[config.mk]
export PLATFORM = sky130hd
export DESIGN_NAME = qp_base64_body_decoder_core
export DESIGN_NICKNAME = d
export VERILOG_FILES = /design/src/rtl/qpb64_pkg.sv /design/src/rtl/qp_base64_body_decoder_core.sv
export SDC_FILE = /design/constraint.sdc
export NUM_CORES = 1
export LEC_CHECK = 0
export BUFFER_PORTS_ARGS = -buffer_cell sky130_fd_sc_hd__buf_2
export CAP_MARGIN = 0
export CORE_AREA = 2 2 102 153
export CTS_BUF_LIST = sky130_fd_sc_hd__clkbuf_8 sky130_fd_sc_hd__clkbuf_16
export CTS_CLUSTER_SIZE = 28
export DETAILED_ROUTE_END_ITERATION = 8
export DIE_AREA = 0 0 104 155
export GPL_ROUTABILITY_DRIVEN = 0
export PLACE_DENSITY = 0.57
export SETUP_SLACK_MARGIN = 0.1
export SYNTH_ARGS = -nofsm -noshare
export SYNTH_HDL_FRONTEND = slang
export SYNTH_SLANG_ARGS = --single-unit
[constraint.sdc]
create_clock -name clk -period 6.13 [get_ports clk]
set_input_delay 0.613 -clock clk [delete_from_list [all_inputs] [get_ports clk]]
set_output_delay 0.613 -clock clk [all_outputs]
set_load 0.005 [all_outputs]
[src/rtl/qpb64_pkg.sv]
// Shared types, codes and character lookups for the quoted-printable / base64 decoder.
`timescale 1ns / 1ps
package qpb64_pkg;

	localparam logic [31:0] MAX_COUNT = 32'd65535;
	localparam logic [15:0] COUNT_LIMIT =
		(MAX_COUNT > 32'd65535) ? 16'hFFFF : MAX_COUNT[15:0];

	localparam int BYTE_W  = 8;
	localparam int COUNT_W = 16;
	localparam int TDATA_W = 32;

	typedef enum logic [1:0] {
		MODE_NONE = 2'd0,
		MODE_QP   = 2'd1,
		MODE_B64  = 2'd2,
		MODE_RSVD = 2'd3
	} mode_t;

	typedef enum logic [1:0] {
		STATUS_OK     = 2'd0,
		STATUS_BADESC = 2'd1,
		STATUS_UNSUP  = 2'd2,
		STATUS_RSVD   = 2'd3
	} status_t;

	typedef enum logic [2:0] {
		PH_NORMAL = 3'b001,
		PH_EQ     = 3'b010,
		PH_HEX    = 3'b100
	} qp_phase_t;

	localparam logic [7:0] CH_EQ = 8'h3D;
	localparam logic [7:0] CH_CR = 8'h0D;
	localparam logic [7:0] CH_LF = 8'h0A;

	// {hit, nibble}
	function automatic logic [4:0] hex_lookup(input logic [7:0] c);
		logic [4:0] r;
		r = 5'd0;
		if (c inside {[8'h30:8'h39]}) begin
			r = {1'b1, 4'(c - 8'h30)};
		end else if (c inside {[8'h61:8'h66]}) begin
			r = {1'b1, 4'(c - 8'h57)};
		end else if (c inside {[8'h41:8'h46]}) begin
			r = {1'b1, 4'(c - 8'h37)};
		end
		return r;
	endfunction

	// {hit, 6-bit code}
	function automatic logic [6:0] b64_lookup(input logic [7:0] c);
		logic [6:0] r;
		r = 7'd0;
		if (c inside {[8'h41:8'h5A]}) begin
			r = {1'b1, 6'(c - 8'h41)};
		end else if (c inside {[8'h61:8'h7A]}) begin
			r = {1'b1, 6'(c - 8'h47)};
		end else if (c inside {[8'h30:8'h39]}) begin
			r = {1'b1, 6'(c + 8'h04)};
		end else if (c == 8'h2B) begin
			r = {1'b1, 6'd62};
		end else if (c == 8'h2F) begin
			r = {1'b1, 6'd63};
		end
		return r;
	endfunction

endpackage

[src/rtl/qp_base64_body_decoder_core.sv]
// Quoted-printable / base64 body decoder: input register, decode logic, result register.
//
// Usage:
//   s_axis carries one encoded character per item in tdata[7:0]; a zero byte ends the text.
//   m_axis carries results: tlast low is a decoded byte, tlast high is the end-of-text
//   status item that closes the text (status and saturating byte count in tdata).
//   cfg_* writes the decode mode (1 quoted-printable, 2 base64, 0 or 3 unsupported);
//   cfg_ready is always high. Write it only while no text item is in flight.
//   Path: an accepted item passes the input register, then the decode logic, then the result
//   register. Throughput: one item per cycle while the receiver does not stall, bounded by
//   the combinational decode and state update between the two registers.
//   Items that cause no result (escape bytes, skipped characters, bytes after an error)
//   vanish after the input register.
//   Reset: mode returns to quoted-printable, all decode state clears, both registers empty.
//   Receiver stall: the result register holds; the input register still accepts one item,
//   then s_axis_tready drops until the result is taken.
`timescale 1ns / 1ps
module qp_base64_body_decoder_core (
	input  logic        clk,
	input  logic        arst_n,
	input  logic        s_axis_tvalid,
	output logic        s_axis_tready,
	input  logic [7:0]  s_axis_tdata,   // [7:0] text_byte
	output logic        m_axis_tvalid,
	input  logic        m_axis_tready,
	output logic [31:0] m_axis_tdata,   // [7:0] out_byte, [9:8] status, [25:10] byte_count
	output logic        m_axis_tlast,   // result_kind
	input  logic        cfg_valid,
	output logic        cfg_ready,
	input  logic [1:0]  cfg_data        // decode_mode
);
	import qpb64_pkg::*;

	mode_t                 mode_q;
	logic                  valid_s1;
	logic [BYTE_W-1:0]     byte_s1;
	qp_phase_t             phase_q, phase_n;
	logic [3:0]            nib_q, nib_n;
	logic [12:0]           acc_q, acc_n;
	logic [3:0]            bits_q, bits_n;
	status_t               err_q, err_n;
	logic [COUNT_W-1:0]    cnt_q, cnt_n;

	logic                  out_valid_q;
	logic [BYTE_W-1:0]     out_byte_q;
	logic                  out_last_q;
	status_t               out_status_q;
	logic [COUNT_W-1:0]    out_count_q;

	logic                  advance;
	logic                  emit;
	logic                  emit_last;
	logic [BYTE_W-1:0]     emit_byte;
	status_t               emit_status;
	logic                  supported;
	logic [4:0]            hex;
	logic [6:0]            b64;
	logic [12:0]           acc_shift;
	logic [3:0]            bits_sum;
	logic [COUNT_W-1:0]    cnt_inc;

	assign cfg_ready     = 1'b1;
	assign advance       = valid_s1 && (!out_valid_q || m_axis_tready);
	assign s_axis_tready = !valid_s1 || advance;

	assign supported = (mode_q == MODE_QP) || (mode_q == MODE_B64);
	assign hex       = hex_lookup(byte_s1);
	assign b64       = b64_lookup(byte_s1);
	assign acc_shift = {acc_q[6:0], b64[5:0]};
	assign bits_sum  = bits_q + 4'd6;
	assign cnt_inc   = (cnt_q < COUNT_LIMIT) ? cnt_q + 16'd1 : cnt_q;

	always_comb begin
		phase_n     = phase_q;
		nib_n       = nib_q;
		acc_n       = acc_q;
		bits_n      = bits_q;
		err_n       = err_q;
		cnt_n       = cnt_q;
		emit        = 1'b0;
		emit_last   = 1'b0;
		emit_byte   = '0;
		emit_status = STATUS_OK;
		if (byte_s1 == 8'd0) begin
			emit_status = err_q;
			if (err_q == STATUS_OK && !supported) begin
				emit_status = STATUS_UNSUP;
			end else if (err_q == STATUS_OK && mode_q == MODE_QP && phase_q != PH_NORMAL) begin
				emit_status = STATUS_BADESC;
			end
			emit      = 1'b1;
			emit_last = 1'b1;
			phase_n   = PH_NORMAL;
			nib_n     = '0;
			acc_n     = '0;
			bits_n    = '0;
			err_n     = STATUS_OK;
			cnt_n     = '0;
		end else if (err_q != STATUS_OK) begin
			// drop everything until end of text
		end else if (!supported) begin
			err_n = STATUS_UNSUP;
		end else if (mode_q == MODE_QP) begin
			case (phase_q)
				PH_NORMAL: begin
					if (byte_s1 == CH_EQ) begin
						phase_n = PH_EQ;
					end else begin
						emit      = 1'b1;
						emit_byte = byte_s1;
						cnt_n     = cnt_inc;
					end
				end
				PH_EQ: begin
					if (byte_s1 == CH_CR || byte_s1 == CH_LF) begin
						phase_n = PH_NORMAL;
					end else if (!hex[4]) begin
						err_n   = STATUS_BADESC;
						phase_n = PH_NORMAL;
					end else begin
						nib_n   = hex[3:0];
						phase_n = PH_HEX;
					end
				end
				PH_HEX: begin
					phase_n = PH_NORMAL;
					if (!hex[4]) begin
						err_n = STATUS_BADESC;
					end else begin
						emit      = 1'b1;
						emit_byte = {nib_q, hex[3:0]};
						cnt_n     = cnt_inc;
					end
				end
				default: begin
					phase_n = PH_NORMAL;
				end
			endcase
		end else if (b64[6]) begin
			acc_n = acc_shift;
			if (bits_sum >= 4'd8) begin
				bits_n    = bits_sum - 4'd8;
				emit      = 1'b1;
				emit_byte = 8'(acc_shift >> (bits_sum - 4'd8));
				cnt_n     = cnt_inc;
			end else begin
				bits_n = bits_sum;
			end
		end
	end

	always_ff @(posedge clk or negedge arst_n) begin
		if (!arst_n) begin
			mode_q <= MODE_QP;
		end else if (cfg_valid && cfg_ready) begin
			mode_q <= mode_t'(cfg_data);
		end
	end

	always_ff @(posedge clk or negedge arst_n) begin
		if (!arst_n) begin
			valid_s1 <= 1'b0;
		end else if (s_axis_tready) begin
			valid_s1 <= s_axis_tvalid;
		end
	end

	always_ff @(posedge clk) begin
		if (s_axis_tready && s_axis_tvalid) begin
			byte_s1 <= s_axis_tdata;
		end
	end

	always_ff @(posedge clk or negedge arst_n) begin
		if (!arst_n) begin
			phase_q <= PH_NORMAL;
			nib_q   <= '0;
			acc_q   <= '0;
			bits_q  <= '0;
			err_q   <= STATUS_OK;
			cnt_q   <= '0;
		end else if (advance) begin
			phase_q <= phase_n;
			nib_q   <= nib_n;
			acc_q   <= acc_n;
			bits_q  <= bits_n;
			err_q   <= err_n;
			cnt_q   <= cnt_n;
		end
	end

	always_ff @(posedge clk or negedge arst_n) begin
		if (!arst_n) begin
			out_valid_q <= 1'b0;
		end else if (advance) begin
			out_valid_q <= emit;
		end else if (m_axis_tready) begin
			out_valid_q <= 1'b0;
		end
	end

	// hold the result while the receiver stalls
	always_ff @(posedge clk) begin
		if (advance && emit) begin
			out_byte_q   <= emit_byte;
			out_last_q   <= emit_last;
			out_status_q <= emit_status;
			out_count_q  <= emit_last ? cnt_q : '0;
		end
	end

	assign m_axis_tvalid = out_valid_q;
	assign m_axis_tlast  = out_last_q;
	assign m_axis_tdata  = {6'd0, out_count_q, out_status_q, out_byte_q};

	a_end_clears: assert property (@(posedge clk) disable iff (!arst_n)
		advance && byte_s1 == 8'd0 |=> err_q == STATUS_OK && cnt_q == '0 && bits_q == '0)
		else $error("decode state not cleared after end of text");

	a_bits_even: assert property (@(posedge clk) disable iff (!arst_n)
		!bits_q[0] && bits_q < 4'd8)
		else $error("base64 bit count out of range");

	a_err_code: assert property (@(posedge clk) disable iff (!arst_n)
		err_q != STATUS_RSVD)
		else $error("reserved error code latched");

	a_byte_clean: assert property (@(posedge clk) disable iff (!arst_n)
		out_valid_q && !out_last_q |-> out_status_q == STATUS_OK && out_count_q == '0)
		else $error("decoded byte item carries status fields");

	a_stall_hold: assert property (@(posedge clk) disable iff (!arst_n)
		valid_s1 && out_valid_q && !m_axis_tready |=> valid_s1 && $stable(byte_s1))
		else $error("input register lost an item during stall");

endmodule
Word level (Yosys, flattened, before mapping)
Index checks and enable logic that the tools add are counted.

$mul: 0. Mux-type cells: 71. Bitwise logic cells: 2. Shifts and indexed selects: 1. $add $sub $neg: 9. Magnitude comparators: 10. Reductions and logical operators: 36. Equality and inequality tests: 21. Div/mod/pow operators: 0.

Operators by type and width (number): $mux W16 (9); $mux W7 (10); $mux W4 (13); $mux W8 (5); $le A8 B7 Y1 const B (4); $pmux W16 S2 (1); $eq A8 B6 Y1 const B (3); $mux W3 (7); $add A16 B1 Y16 const B (1); $eq A8 B4 Y1 const B (2); $ge A8 B7 Y1 const B (2); $lt A16 B16 Y1 const B (1); $mux W2 (8); $pmux W8 S2 (1); $mux W5 (3); $reduce_and A5 Y1 (3); $reduce_bool A2 Y1 (7); $shr A13 B4 Y8 (1); $ne A4 B4 Y1 const B (3); $logic_and A1 B1 Y1 (11); $mux W1 (11); $ge A8 B6 Y1 const B (1); $le A8 B6 Y1 const B (1); $logic_not A8 Y1 (1); other kinds (30) (41).

Output and inout port bits: 36. Latch bits: 0. ROM bits: 0. Memories kept: 0. Flip-flop bits (word level): 75. Word-level logic and storage cells: 165. Memory bits (writable): 0. Bits of input ports: 15.

Longest topological paths before layout
Word-level depth: 12. Depth in mapped cells: 11. Depth with buffers taken out: 9.

Worst setup path after synthesis
Ideal clock, no wire load.

Path type: register to register. Start point: reg byte_s1[1]. End point: reg out_last_q (netlist: m_axis_tlast), enable pin. Path buffers: 2. Data required time: 5.708 ns. Stages on the path, launching flop included: 11. Data arrival time: 3.340 ns. Path slack: 2.369 ns. Setup time: 0.422 ns. Period minus slack after synthesis: 3.761 ns. Cell sequence: edfxtp_1 clkbuf_1 inv_1 ha_1 nor2b_1 o211ai_1 o211a_1 buf_2 o31a_1 a21oi_1 a21oi_1.

Longest elaborated chain between the ends: 12. Elaborated cells between the ends (all ways): 34. Classes of those cells: 8 x order compare; 3 x eq/ne; 16 x mux; 7 x reduce/logical.

RTL lines: start, declared (RTL line qp_base64_body_decoder_core.sv:36) `logic [BYTE_W-1:0] byte_s1;`; start signal, assigned (RTL line qp_base64_body_decoder_core.sv:170) `byte_s1 <= s_axis_tdata;`; $ge A8 B7 Y1 (tied with other cells) (RTL line qpb64_pkg.sv:45, qpb64_pkg.sv:55); $logic_and A1 B1 Y1 / $mux W7 (equally long branches) (RTL line qpb64_pkg.sv:45, qpb64_pkg.sv:63); $mux W5 / $mux W7 (equally long branches) (RTL line qpb64_pkg.sv:45, qpb64_pkg.sv:61); $mux W5 / $mux W7 (equally long branches) (RTL line qpb64_pkg.sv:43, qpb64_pkg.sv:59); $mux W5 / $mux W7 (equally long branches) (RTL line qpb64_pkg.sv:41, qpb64_pkg.sv:57); $mux W1 / $mux W7 (equally long branches) (RTL line qp_base64_body_decoder_core.sv:127, qpb64_pkg.sv:55); $pmux W1 S2 / $mux W1 (equally long branches) (RTL line qp_base64_body_decoder_core.sv:104, qp_base64_body_decoder_core.sv:139); $mux W1 (RTL line qp_base64_body_decoder_core.sv:103) `end else if (mode_q == MODE_QP) begin`; $mux W1 (RTL line qp_base64_body_decoder_core.sv:101) `end else if (!supported) begin`; $mux W1 (RTL line qp_base64_body_decoder_core.sv:99) `end else if (err_q != STATUS_OK) begin`; $mux W1 (*) (RTL line qp_base64_body_decoder_core.sv:84) `if (byte_s1 == 8'd0) begin`; $logic_and A1 B1 Y1 (*) (RTL line qp_base64_body_decoder_core.sv:204) `if (advance && emit) begin`; end signal, assigned (RTL line qp_base64_body_decoder_core.sv:206) `out_last_q <= emit_last;`; end, declared (RTL line qp_base64_body_decoder_core.sv:46) `logic out_last_q;`.

Mark *: on every way between the ends. The rest lies on a longest branch, timed or not. A chain may end at the register's enable or synchronous reset.

Final worst setup path
Start point: reg byte_s1[2]. End point: reg out_valid_q (netlist: m_axis_tvalid).

Longest elaborated chain between the ends: 12. Elaborated cells between the ends (all ways): 34. Classes of those cells: 8 x order compare; 3 x eq/ne; 17 x mux; 6 x reduce/logical.

RTL lines: $ge A8 B7 Y1 (tied with other cells) (RTL line qpb64_pkg.sv:45, qpb64_pkg.sv:55); $logic_and A1 B1 Y1 / $mux W7 (equally long branches) (RTL line qpb64_pkg.sv:45, qpb64_pkg.sv:63); $mux W5 / $mux W7 (equally long branches) (RTL line qpb64_pkg.sv:45, qpb64_pkg.sv:61); $mux W5 / $mux W7 (equally long branches) (RTL line qpb64_pkg.sv:43, qpb64_pkg.sv:59); $mux W5 / $mux W7 (equally long branches) (RTL line qpb64_pkg.sv:41, qpb64_pkg.sv:57); $mux W1 / $mux W7 (equally long branches) (RTL line qp_base64_body_decoder_core.sv:127, qpb64_pkg.sv:55); $pmux W1 S2 / $mux W1 (equally long branches) (RTL line qp_base64_body_decoder_core.sv:104, qp_base64_body_decoder_core.sv:139); $mux W1 (RTL line qp_base64_body_decoder_core.sv:103); $mux W1 (RTL line qp_base64_body_decoder_core.sv:101); $mux W1 (RTL line qp_base64_body_decoder_core.sv:99); $mux W1 (*) (RTL line qp_base64_body_decoder_core.sv:84); $mux W1 (*) (RTL line qp_base64_body_decoder_core.sv:195) `end else if (advance) begin`; end signal, assigned (RTL line qp_base64_body_decoder_core.sv:196) `out_valid_q <= emit;`; end, declared (RTL line qp_base64_body_decoder_core.sv:44) `logic out_valid_q;`.

Marked as above.

==> qor.yml <==
critical_path:
  crit_type: "reg -> reg"
  crit_path_start_kind: "flip-flop"
  cp_num_buf_inv: 3
  critPathArrivalTime_ps: 4410
  worst_setup_path_end_kind: "flip-flop"
  cp.depth: 8
  cp.required_ps: 6360
  crit_chain: "inv_1 -> ha_1 -> nand3_1 -> clkinv_1 -> o21ai_1 -> a21oi_2 -> buf_4 -> a21o_1"
  max_stage_delay_ps: 830
  critPathMaxFanout: 27
  cp_slowest_cell: "o21ai_1"
  ff2ff_path_depth: 8
  crit_family: "buffers and inverters"
global_routing:
  first_global_vias: 3657
  grt-ovfl-total: 0
  antenna_found_initial: 0
  grt_usage_pct: 14.7
  grt_pass1_wl_microns: 18700
  grt_start_max_net_pins: 40
pwr:
  pwr-share-clk_pct: 40.2
  vdd_drop_max_uv: 131
  switchingPower_mw: 0.370
  power_density_mw_per_mm2: 259
  power_frac_seq_pct: 43.6
  swShare_pct: 28.6
  p_leak_nw: 1.89
  power_frac_comb_pct: 16.2
  power.internal_mw: 0.924
timing:
  finalHoldViolations: 0
  slew_headroom_pct: 35.9
  fin_crit_ps: 4180
  rsz0062_at_grt: "no"
  fin_crit_sh_pct: 68.2
  drv_slew: 0
  fmax_mhz: 239
  worst_pin_slew_ps: 962
  fin_skew_ps: 7.54
  finalSetupTns_ps: 0
  hold_slack_ps: 428
  setup_viol: 0
finish:
  layout_common_cells: "nand2_1 (43), buf_2 (43), dfrtp_1 (37)"
  syn2layout_area_growth_pct: 14.8
  drive_above_1_share_pct: 16.4
  fin_area_sq_mm: 0.00501
  fin_cells: 686
  antenna_cells: 0
  nets: 511
synthesis:
  yosysWarnings: 0
  synth_ff_type: "dfrtp_1"
  ys_ff_latch: 74
  synthArstFlopShare_pct: 52.7
  netlist_instances: 449
  yosysSeqAreaShare_pct: 46.5
  ys_types: 77
  avgSynthCellArea_sq_um: 9.71
  syn_area_sq_mm: 0.00436
  synth_edf_count: 35
floorplanning:
  coreArea_sq_mm: 0.0149
  dieWidth_microns: 104
  io_pins: 51
  start_util_pct: 29.3
  dieArea_sq_mm: 0.0161
  rows: 55
  die_y_microns: 155
placed_design:
  hpwl_microns: 8510
  dpl-instance-area_sq_mm: 0.00471
  place.detailed.instances: 670
  io_buffers: 43
run_status:
  status: "completed"
job:
  cap_violations: 0
routing:
  vias: 3664
  drtAntennaViolNets: 0
  drt_first_pass_iters: 5
  post_drt_wl_per_cell_microns: 16.8
  post_drt_via_cell_ratio: 5.34
  routed_wl_microns: 11500
  drt_iter0_drc: 216
  drc: 0
clock_tree:
  clkTransAtPathRegs_ps: 60
  worstSkewPairLatency_ps: 340
  cts_made_buffers: 9
  postCtsSetupRepairBufs: 0
  cts.sinks: 74
  cts-resized-gates: 0
  cts_hold_buf: 0
  clk_root_buffer_cell: "clkbuf_16"
  clk_path_buf_depth: 2
  htree_levels: 3
  cts_tree: "yes"
hold_path:
  min_path_type: "in -> async"
-- cells by family (layout without fill, tap and decap cells) --
family / Yosys count / in the layout / share of synthesized area (%)
XOR/XNOR: 6 / 6 / 1.20
AO/OA/AOI/OAI: 134 / 134 / 21.5
AND/OR/NAND/NOR: 163 / 163 / 19.2
buffers and inverters: 46 / 79 / 4.96
multiplexers: 10 / 10 / 2.44
flip-flops: 74 / 74 / 46.5
adder cells (fa/ha/maj): 14 / 14 / 4.02
other: 2 / 7 / 0.172
-- power groups by stage --
stage          Clock [mW]  Sequential, mW  Combinational (mW)
3_3_place_gp            0           0.572               0.203
5_1_grt             0.554           0.568               0.229
2_1_floorplan           0           0.558               0.165
6_report            0.520           0.564               0.210
3_5_place_dp            0           0.573               0.206
4_1_cts             0.530           0.563               0.206
-- synthesized netlist by cell type (all sizes together) (3+ instances only) --
| cell | number | area (sq um) |
|---|---|---|
| nor2b | 4 | 25.0 |
| o22ai | 4 | 25.0 |
| or4 | 3 | 22.5 |
| or2 | 4 | 25.0 |
| nand2b | 3 | 18.8 |
| nand4 | 5 | 31.3 |
| mux2 | 5 | 56.3 |
| and2 | 20 | 125 |
| a22oi | 9 | 67.6 |
| edfxtp | 35 | 1050 |
| buf | 14 | 96.3 |
| dfrtp | 37 | 926 |
| nand3 | 17 | 85.1 |
| nor3 | 10 | 50.1 |
| nor2 | 34 | 138 |
| a31oi | 7 | 43.8 |
| mux2i | 5 | 50.1 |
| nand2 | 43 | 161 |
| a21oi | 22 | 121 |
| o311ai | 7 | 61.3 |
| xnor2 | 5 | 43.8 |
| a22o | 7 | 61.3 |
| clkbuf | 13 | 48.8 |
| o211ai | 19 | 148 |
| o2111ai | 3 | 26.3 |
| a21o | 3 | 22.5 |
| inv | 18 | 67.6 |
| ha | 14 | 175 |
| o21ai | 31 | 159 |
| and3 | 4 | 25.0 |
| or3 | 5 | 36.3 |
-- through the flow --
| stage | total power [mW] | setup WS (ps) | utilization [%] |
|---|---|---|---|
| 4_1_cts | 1.30 | 1910 | 33.7 |
| 3_3_place_gp | 0.775 | 2110 | 31.7 |
| 3_5_place_dp | 0.779 | 1910 | 31.7 |
| 2_1_floorplan | 0.724 | 2370 | - |
| 6_report | 1.29 | 1950 | 33.7 |
| 5_1_grt | 1.35 | 1500 | 33.7 |
-- layout make-up --
type	instances	area [sq um]
fillers	1565	9860
well taps	199	249
flip-flops and latches	74	2030
multi-input cells	334	2140
clock inverters	7	70.1
clock buffers	9	225
inverters	19	71.3
repair buffers	44	223
-- sequential cells by signal, summed over array words and instances (netlist names), 2 cells and up --
register      cells
cnt_q            16
out_count_q      16
byte_s1           8
out_byte_q        8
acc_q             7
nib_q             4
bits_q            3
phase_q           3
err_q             2
mode_q            2
out_status_q      2
-- layer usage --
layer	vias up	GRT usage [%]	part of all wire, %
li1	1729	-	-
met1	1756	14.7	36
met2	137	28.1	54
met3	42	2.64	4.2
met4	0	8.62	5.2
met5	-	0	0
-- final timing paths --
check	from	end	slack, ps
setup / recovery	byte_s1[2]$_DFFE_PP_	m_axis_tvalid$_DFFE_PN0P_	1950
min in group clk	s_axis_tdata[4]	byte_s1[4]$_DFFE_PP_	450
hold reg to reg	acc_q[4]$_DFFE_PN0P_	acc_q[4]$_DFFE_PN0P_	480
max in group asynchronous	arst_n	nib_q[2]$_DFFE_PN0P_	5100
hold / removal	arst_n	acc_q[3]$_DFFE_PN0P_	430
setup reg to reg	byte_s1[2]$_DFFE_PP_	m_axis_tvalid$_DFFE_PN0P_	1950
Note: power is estimated with default switching activity, not from simulation.
